File: src/sv/esbk_pkg.sv
`default_nettype none
package esbk_pkg;

  localparam int QTY_W = 24;
  localparam int TAG_W = 6;

  typedef struct packed {
    logic [QTY_W-1:0] quantity;
    logic [TAG_W-1:0] tag;
  } rec_t;

  typedef struct packed {
    logic vld;
    logic fin;
    logic ovf;
  } emit_t;

endpackage
`default_nettype wire

File: src/sv/esbk_mem.sv
`default_nettype none
module esbk_mem #(
  parameter int DEPTH  = 64,
  parameter int ADDR_W = 6,
  parameter int DATA_W = 30
) (
  input  wire logic              clk,
  input  wire logic              we,
  input  wire logic [ADDR_W-1:0] waddr,
  input  wire logic [DATA_W-1:0] wdata,
  input  wire logic [ADDR_W-1:0] raddr,
  output logic      [DATA_W-1:0] rdata
);

  logic [DATA_W-1:0] mem [DEPTH];
  logic [DATA_W-1:0] rdata_r;

  always_ff @(posedge clk) begin
    if (we) begin
      mem[waddr] <= wdata;
    end
  end

  always_ff @(posedge clk) begin
    rdata_r <= mem[raddr];
  end

  assign rdata = rdata_r;

endmodule
`default_nettype wire

File: src/sv/esbk_ctrl.sv
`default_nettype none
module esbk_ctrl import esbk_pkg::*; #(
  parameter int MAX_RECORDS = 64,
  parameter int ADDR_W      = 6,
  parameter int CNT_W       = 7
) (
  input  wire logic              clk,
  input  wire logic              rst_n,
  input  wire logic              start,
  input  wire rec_t              in_rec,
  input  wire logic              in_last,
  output logic                   busy,
  output logic                   mem_we,
  output logic      [ADDR_W-1:0] mem_waddr,
  output rec_t                   mem_wdata,
  output logic      [ADDR_W-1:0] mem_raddr,
  input  wire rec_t              mem_rdata,
  output emit_t                  emit
);

  typedef enum logic [2:0] {
    S_IDLE,
    S_LOADA,
    S_FIRST,
    S_CMP,
    S_WBA,
    S_EMIT_RD,
    S_EMIT
  } state_t;

  state_t            state_r, state_nxt;
  logic [CNT_W-1:0]  cnt_r, cnt_nxt;
  logic              drop_r, drop_nxt;
  logic [ADDR_W-1:0] a_r, a_nxt;
  logic [ADDR_W-1:0] b_r, b_nxt;
  logic [ADDR_W-1:0] k_r, k_nxt;
  rec_t              cur_r, cur_nxt;
  logic [CNT_W-1:0]  last_cnt;
  logic [ADDR_W-1:0] last_a;
  logic              full;

  assign last_cnt = cnt_r - CNT_W'(1);
  assign last_a   = last_cnt[ADDR_W-1:0];
  assign full     = (cnt_r >= CNT_W'(MAX_RECORDS));
  assign busy     = (state_r != S_IDLE);

  always_comb begin
    state_nxt = state_r;
    cnt_nxt   = cnt_r;
    drop_nxt  = drop_r;
    a_nxt     = a_r;
    b_nxt     = b_r;
    k_nxt     = k_r;
    cur_nxt   = cur_r;
    mem_we    = 1'b0;
    mem_waddr = a_r;
    mem_wdata = cur_r;
    mem_raddr = a_r;
    emit      = '0;
    case (state_r)
      S_IDLE: begin
        if (start) begin
          if (!full) begin
            mem_we    = 1'b1;
            mem_waddr = cnt_r[ADDR_W-1:0];
            mem_wdata = in_rec;
            cnt_nxt   = cnt_r + CNT_W'(1);
          end else begin
            drop_nxt = 1'b1;
          end
          if (in_last) begin
            a_nxt = '0;
            k_nxt = '0;
            if (cnt_nxt > CNT_W'(1)) begin
              state_nxt = S_LOADA;
            end else begin
              state_nxt = S_EMIT_RD;
            end
          end
        end
      end
      S_LOADA: begin
        mem_raddr = a_r;
        state_nxt = S_FIRST;
      end
      S_FIRST: begin
        cur_nxt   = mem_rdata;
        mem_raddr = a_r + ADDR_W'(1);
        b_nxt     = a_r + ADDR_W'(1);
        state_nxt = S_CMP;
      end
      S_CMP: begin
        mem_raddr = (b_r == last_a) ? a_r : b_r + ADDR_W'(1);
        if (cur_r.quantity > mem_rdata.quantity) begin
          mem_we    = 1'b1;
          mem_waddr = b_r;
          mem_wdata = cur_r;
          cur_nxt   = mem_rdata;
        end
        b_nxt = b_r + ADDR_W'(1);
        if (b_r == last_a) begin
          state_nxt = S_WBA;
        end
      end
      S_WBA: begin
        mem_we    = 1'b1;
        mem_waddr = a_r;
        mem_wdata = cur_r;
        mem_raddr = a_r + ADDR_W'(1);
        a_nxt     = a_r + ADDR_W'(1);
        if (a_r + ADDR_W'(1) == last_a) begin
          k_nxt     = '0;
          state_nxt = S_EMIT_RD;
        end else begin
          state_nxt = S_FIRST;
        end
      end
      S_EMIT_RD: begin
        mem_raddr = k_r;
        state_nxt = S_EMIT;
      end
      S_EMIT: begin
        emit.vld  = 1'b1;
        emit.fin  = (k_r == last_a);
        emit.ovf  = drop_r;
        mem_raddr = (k_r == last_a) ? k_r : k_r + ADDR_W'(1);
        k_nxt     = k_r + ADDR_W'(1);
        if (k_r == last_a) begin
          cnt_nxt   = '0;
          drop_nxt  = 1'b0;
          state_nxt = S_IDLE;
        end
      end
      default: begin
        state_nxt = S_IDLE;
      end
    endcase
  end

  always_ff @(posedge clk) begin
    if (!rst_n) begin
      state_r <= S_IDLE;
      cnt_r   <= '0;
      drop_r  <= 1'b0;
    end else begin
      state_r <= state_nxt;
      cnt_r   <= cnt_nxt;
      drop_r  <= drop_nxt;
    end
    a_r   <= a_nxt;
    b_r   <= b_nxt;
    k_r   <= k_nxt;
    cur_r <= cur_nxt;
  end

endmodule
`default_nettype wire

File: src/sv/exchange_sort_by_key.sv
`default_nettype none
// Collects up to MAX_RECORDS records (24-bit quantity key, 6-bit tag) into one
// record RAM, one per start transaction, each taken while busy is low. The
// transaction with in_last_item set closes the list; busy then rises while the
// records are exchange-sorted ascending by key (ties kept in the order the
// classic i/j exchange loop leaves them) and emitted. The RAM has one read and
// one write port, so the sort does one key compare per cycle. Results appear
// back to back, one per cycle with out_strobe high, and cannot be held off:
// the receiver must take each in the cycle it is shown. out_final_result marks
// the last one, and out_overflow_seen is set on all results of a list that lost
// records to a full store. A new list may start as soon as busy falls.
module exchange_sort_by_key import esbk_pkg::*; #(
  parameter int MAX_RECORDS = 64
) (
  input  wire logic             clk,
  input  wire logic             rst_n,
  input  wire logic             start,
  output logic                  busy,
  input  wire logic [QTY_W-1:0] in_item_quantity,
  input  wire logic [TAG_W-1:0] in_item_tag,
  input  wire logic             in_last_item,
  output logic                  out_strobe,
  output logic      [QTY_W-1:0] out_sorted_quantity,
  output logic      [TAG_W-1:0] out_sorted_tag,
  output logic                  out_final_result,
  output logic                  out_overflow_seen
);

  localparam int ADDR_W = $clog2(MAX_RECORDS);
  localparam int CNT_W  = $clog2(MAX_RECORDS + 1);

  rec_t              in_rec;
  logic              mem_we;
  logic [ADDR_W-1:0] mem_waddr;
  rec_t              mem_wdata;
  logic [ADDR_W-1:0] mem_raddr;
  rec_t              mem_rdata;
  emit_t             emit;

  logic              strobe_r;
  logic [QTY_W-1:0]  qty_r;
  logic [TAG_W-1:0]  tag_r;
  logic              fin_r;
  logic              ovf_r;

  assign in_rec.quantity = in_item_quantity;
  assign in_rec.tag      = in_item_tag;

  esbk_ctrl #(
    .MAX_RECORDS (MAX_RECORDS),
    .ADDR_W      (ADDR_W),
    .CNT_W       (CNT_W)
  ) u_ctrl (
    .clk       (clk),
    .rst_n     (rst_n),
    .start     (start),
    .in_rec    (in_rec),
    .in_last   (in_last_item),
    .busy      (busy),
    .mem_we    (mem_we),
    .mem_waddr (mem_waddr),
    .mem_wdata (mem_wdata),
    .mem_raddr (mem_raddr),
    .mem_rdata (mem_rdata),
    .emit      (emit)
  );

  esbk_mem #(
    .DEPTH  (MAX_RECORDS),
    .ADDR_W (ADDR_W),
    .DATA_W ($bits(rec_t))
  ) u_mem (
    .clk   (clk),
    .we    (mem_we),
    .waddr (mem_waddr),
    .wdata (mem_wdata),
    .raddr (mem_raddr),
    .rdata (mem_rdata)
  );

  always_ff @(posedge clk) begin
    if (!rst_n) begin
      strobe_r <= 1'b0;
    end else begin
      strobe_r <= emit.vld;
    end
    if (emit.vld) begin
      qty_r <= mem_rdata.quantity;
      tag_r <= mem_rdata.tag;
      fin_r <= emit.fin;
      ovf_r <= emit.ovf;
    end
  end

  assign out_strobe          = strobe_r;
  assign out_sorted_quantity = qty_r;
  assign out_sorted_tag      = tag_r;
  assign out_final_result    = fin_r;
  assign out_overflow_seen   = ovf_r;

endmodule
`default_nettype wire

File: config.mk
export PLATFORM = sky130hd
export DESIGN_NAME = exchange_sort_by_key
export DESIGN_NICKNAME = d
export VERILOG_FILES = /design/src/sv/esbk_pkg.sv /design/src/sv/esbk_mem.sv /design/src/sv/esbk_ctrl.sv /design/src/sv/exchange_sort_by_key.sv
export SDC_FILE = /design/constraint.sdc
export NUM_CORES = 2
export LEC_CHECK = 0
export BUFFER_PORTS_ARGS = -buffer_cell sky130_fd_sc_hd__buf_2
export CAP_MARGIN = 20
export CORE_MARGIN = 2
export CORE_UTILIZATION = 43
export DETAILED_ROUTE_END_ITERATION = 16
export PLACE_DENSITY_LB_ADDON = 0.1
export SLEW_MARGIN = 20
export SYNTH_ARGS = -nofsm -noshare
export SYNTH_HDL_FRONTEND = slang
export SYNTH_SLANG_ARGS = --single-unit
File: constraint.sdc
create_clock -name clk -period 20.2 [get_ports clk]
set_input_delay 4.04 -clock clk [delete_from_list [all_inputs] [get_ports clk]]
set_output_delay 4.04 -clock clk [all_outputs]
set_load 0.005 [all_outputs]
# Word-level counts from Yosys, hierarchy flattened
# Memory sizes are Yosys's and may differ from the RTL's. A register that Yosys moved wholly into a read port is not among the register bits.
# Cells that the tools add are included.
# classes
reduce_logical	13
eq_ne	16
n_addsub	5
n_mux	42
n_lt_le_gt_ge	3
# ops
op	count
$mux 30	4
$pmux 30 s2	1
$mux 6	8
$pmux 6 s2	3
$mux 7	5
$gt 24x24->1	1
$pmux 6 s4	1
$mux 3	7
$pmux 3 s7	1
$add 6x1->6 const B	3
$eq 6x6->1	3
$pmux 6 s3	1
$pmux 7 s2	1
$reduce_and 4->1	3
$ne 2x1->1 const B	5
$eq 3x3->1 const B	3
$mux 1	8
$add 7x1->7 const B	1
$ge 7x7->1 const B	1
$gt 7x1->1 const B	1
$eq 3x2->1 const B	2
$reduce_and 3->1	2
$reduce_bool 2->1	3
$reduce_bool 3->1	2
other kinds (8)	9
# word_totals
inputBits	34
output_inout_bits	34
regBits	92
ram_bits	1920
elab_cells	93
n_memories	1
# mem_list
memory	depth	width	rd	rd_ports_with_merged_regs	wr	line	text
u_mem.mem	64	30	1	1	1	esbk_mem.sv:15	logic [DATA_W-1:0] mem [DEPTH];

# Longest topological paths before layout
# logic_depth
depth_word	9
mapped_depth	21
depth_no_buf	14

# Modules after synthesis
# A second synthesis with hierarchy kept.
# hier_totals
cells_unflattened	3893
area_unflattened_um2	79593.8
# modules_own_cells
module	seq_area_each_um2	area_each_um2	n_inst	cells_each
esbk_mem	58255.9	73968.4	1	3309
esbk_ctrl	1661.6	4638.2	1	550
exchange_sort_by_key	980.9	987.2	1	34

# Worst setup path after synthesis
# Ideal clock, no wire load.
# synth_timing
path_kind	input to register
from	input start
to	memory u_mem.mem[43][0], enable pin
arrival_time_ps	8789
path_slack_ps	10918
required_ps	19707
cell_stages	9
cell_sequence	nand2_1 > or2_2 > clkbuf_1 > o211a_1 > clkbuf_1 > a221oi_1 > or4b_2 > clkbuf_1 > nor4_1
# synth_via
elab_chain_cells	4
elab_cells_between_ends	6
classes_between	6 x mux
# synth_lines
item	line	text
from (decl)	exchange_sort_by_key.sv:17	input wire logic start,
$mux 1	esbk_ctrl.sv:62	if (start) begin
$pmux 1 s3	esbk_ctrl.sv:60	case (state_r)
$mux 1	esbk_mem.sv:19	if (we) begin
$mux 1 (not written as such)	esbk_mem.sv:20	mem[waddr] <= wdata;
to (decl)	esbk_mem.sv:15	
# Parallel ways exist; a longest one is shown, timed or not.

# Final worst setup path
# layout_timing
from	input start
to	memory u_mem.mem[39][1], enable pin
# The elaborated chain is that of the path after synthesis.

==> results.toml <==
[die]
rows = 158
die_width_um = 437
die_area_sq_mm = 0.191
initial_core_util_pct = 43.3
core-area_sq_mm = 0.186
ios = 68
die_h_um = 437

[synth]
synth_top_family_by_area = "simple AND/OR/NAND/NOR gates"
synth_simple_gate_area_share_pct = 8.71
synth_xor_area_share_pct = 0.502
synthCells = 5173
synth_edf_count = 2000
syn-cell-area_sq_mm = 0.0805
ys_warn_count = 0
syn_avg_cell_area_sq_um = 15.6
synth-seq-cells = 2042
synth_seq_area_share_pct = 75.6
synth.distinct_cells = 80
synthFlopType = "edfxtp_1"
synth_fa_ha_area_share_pct = 0.451
synth_compound_area_share_pct = 6.34
synthMuxAreaShare_pct = 6.45
syn_nets = 5236
async_flop_share_pct = 0

[global_route]
grt_pass1_vias = 44130
busiest_layer = "met2"
antenna_found_initial = 15
grt_use_met3_pct = 3.94
track_usage_pct = 25.6
use_met2_pct = 39.9
met1_usage_pct = 36.7
grt_pass1_wl_um = 345000
grt_max_degree = 145
grt_overflow = 0

[final_layout]
design_area_sq_mm = 0.0910
fin_util_pct = 49.0
syn_to_final_growth_pct = 13.0
drive_above_1_share_pct = 12.9
layout.nets = 5342

[place]
hpwl_um = 149000
globalplace.congestion = 0.936
portBuffers = 67
postPlaceCellArea_sq_mm = 0.0844

[worst_setup_path]
critical_path_class = "in -> reg"
arrival_ns = 8.21
critPathLaunch = "start"
cp_max_fo = 32
r2r_cells = 17
end_kind = "flop"
regToRegSetupSlack_ns = 12.55
rr_startpoint = "u_ctrl.cnt_r[0]"
start_kind = "primary input"
r2r_end = "u_mem.rdata[17]"
cp.required_ns = 20.64

[route]
drt_iter0_drc = 5486
via_count = 46671
drt-wirelength-per-cell_um = 31.3
via_per_inst = 5.88
final_antenna_net_count = 0
dr.pass1.iters = 6
drcViolationCount = 0
wl_um = 248000

[sta]
slew_violations = 0
post-route-period-util_pct = 38.4
max_freq_ghz = 0.129
min_period_ns = 7.76
tightest_slew_ns = 1.28
setup_viol = 0
max_slew_margin_pct = 14.8
rsz0062_at_grt = "false"
fin_skew_ns = 0.0363
setup_tns_ns = 0
hold_viol_final = 0

[clock_tree]
path_clk_slew_ns = 0.06
htree_levels = 4
numCtsBuffers = 207
cts_tree = "yes"
cts_buffer_depth = 3
cts.sinks = 2042
clk_latency_ns = 0.86
post_cts_buffers = 0
cts_resized = 0
hold_buffers = 0
cts-root-buf = "clkbuf_16"

[worst_hold_path]
hold_path_depth = 0
hp-class = "reg -> reg"
whs_endpoint = "u_ctrl.cur_r[5]"
hold_path_startpoint = "u_mem.rdata[5]"

[flow_run]
drv_cap = 0

[outcome]
status = "completed"
## flip-flops by register name, summed over array words and instances (netlist names), 3 cells and up
name	cells
u_ctrl.a_r	6
out_sorted_quantity	24
u_mem.mem	1920
u_ctrl.cnt_r	7
u_ctrl.cur_r	30
u_ctrl.b_r	6
u_ctrl.state_r	3
u_ctrl.k_r	6
out_sorted_tag	6
u_mem.rdata	30
## layout make-up
class                           instances  area (sq um)
Fill cell                           15829         94900
Sequential cell                      2042         60900
Multi-Input combinational cell       2778         18700
Clock buffer                          302          5780
Tap cell                             2480          3100
Timing Repair Buffer                  215          1750
Clock inverter                         80           574
Inverter                               35           133
Antenna cell                            9          22.5
## Yosys cell counts, types with 12 or more instances
cell type	instances	share of area [%]
ha_1	29	0.45
a2111oi_0	30	0.33
inv_1	34	0.16
xor2_1	14	0.15
and3_1	38	0.30
mux2i_1	322	4.0
and2_1	12	0.093
a211oi_1	67	0.62
nand2_1	1051	4.9
mux4_2	58	1.6
buf_1	36	0.17
edfxtp_1	2000	75
o21ai_0	48	0.30
a22o_1	29	0.32
and2_0	28	0.22
a221o_1	34	0.42
nor2_1	123	0.57
a32oi_1	90	0.98
nor3_1	24	0.15
a31oi_1	96	0.75
o2111ai_1	58	0.63
mux2_2	59	0.83
a21o_1	13	0.12
a32o_1	58	0.72
xnor2_1	20	0.22
a22oi_1	30	0.28
clkbuf_1	158	0.74
nand4_1	47	0.37
nand3_1	214	1.3
and4_1	30	0.33
buf_4	16	0.15
buf_2	103	0.64
a21oi_1	47	0.29
dfxtp_1	42	1.0
o22ai_1	12	0.093
## stage by stage
stage | instances | setup slack, ns | hold WS (ns)
finish | 7941 | 12.44 | 0.457
global route | 7932 | 12.20 | 0.469
CTS | 7924 | 12.20 | 0.460
detailed placement | 7542 | 11.25 | 0.446
global placement | 7533 | 11.35 | 0.448
floorplan | 5173 | 10.92 | 0.404
## cells by family (layout without fill, tap and decap cells)
| group | after synthesis | after routing |
|---|---|---|
| and+or+nand+nor | 1615 | 1615 |
| muxes | 439 | 439 |
| xor gates and xnor gates | 39 | 39 |
| buffers and inverters | 353 | 632 |
| other | 0 | 9 |
| AOI/OAI and AO/OA | 656 | 656 |
| DFF | 2042 | 2042 |
| adders and majority gates | 29 | 29 |
## per-layer routing
metal	wire [um]	share of wire [%]
met2	115000	47
met1	106000	43
met5	13	0.0052
met4	8640	3.5
met3	17900	7.2
## worst max path at each step
stage | endpoint | slack (ns) | cells after the start
after floorplan | u_mem.mem[43][0] | 10.92 | 9
after global placement | u_mem.mem[25][9] | 11.35 | 7
after detailed placement | u_mem.mem[25][9] | 11.25 | 7
after CTS | u_mem.mem[25][27] | 12.20 | 7
after global routing | u_mem.rdata[17] | 12.20 | 17
final | u_mem.mem[39][1] | 12.44 | 8
## critical path, stage by stage
cell	delay, ns
buf_2	0.13
nand2_1	0.18
or2_2	0.22
buf_4	0.52
nor2_1	0.13
a221oi_1	0.84
nand3b_1	0.95
nor2_4	1.15
## placed cells by master, fill, tap and decap left out, types with 17 or more instances in the layout
cell / instances
a2111oi_0: 22
a211oi_1: 67
a21oi_1: 47
a221o_1: 33
a22o_1: 29
a22oi_1: 30
a31oi_1: 96
a32o_1: 58
a32oi_1: 90
and2_0: 28
and3_1: 38
and4_1: 30
buf_2: 68
buf_4: 126
clkbuf_1: 80
clkbuf_16: 215
clkinv_1: 37
clkinv_2: 32
dfxtp_1: 42
edfxtp_1: 2000
ha_1: 29
inv_1: 33
mux2_2: 59
mux2i_1: 322
mux4_2: 58
nand2_1: 1050
nand3_1: 213
nand4_1: 47
nor2_1: 70
nor2_4: 50
nor3_2: 17
o2111ai_1: 58
o21ai_0: 47
xnor2_1: 20
Power is not shown: default switching activity piles up to over one toggle a cycle in this logic, so the estimate is an artifact.
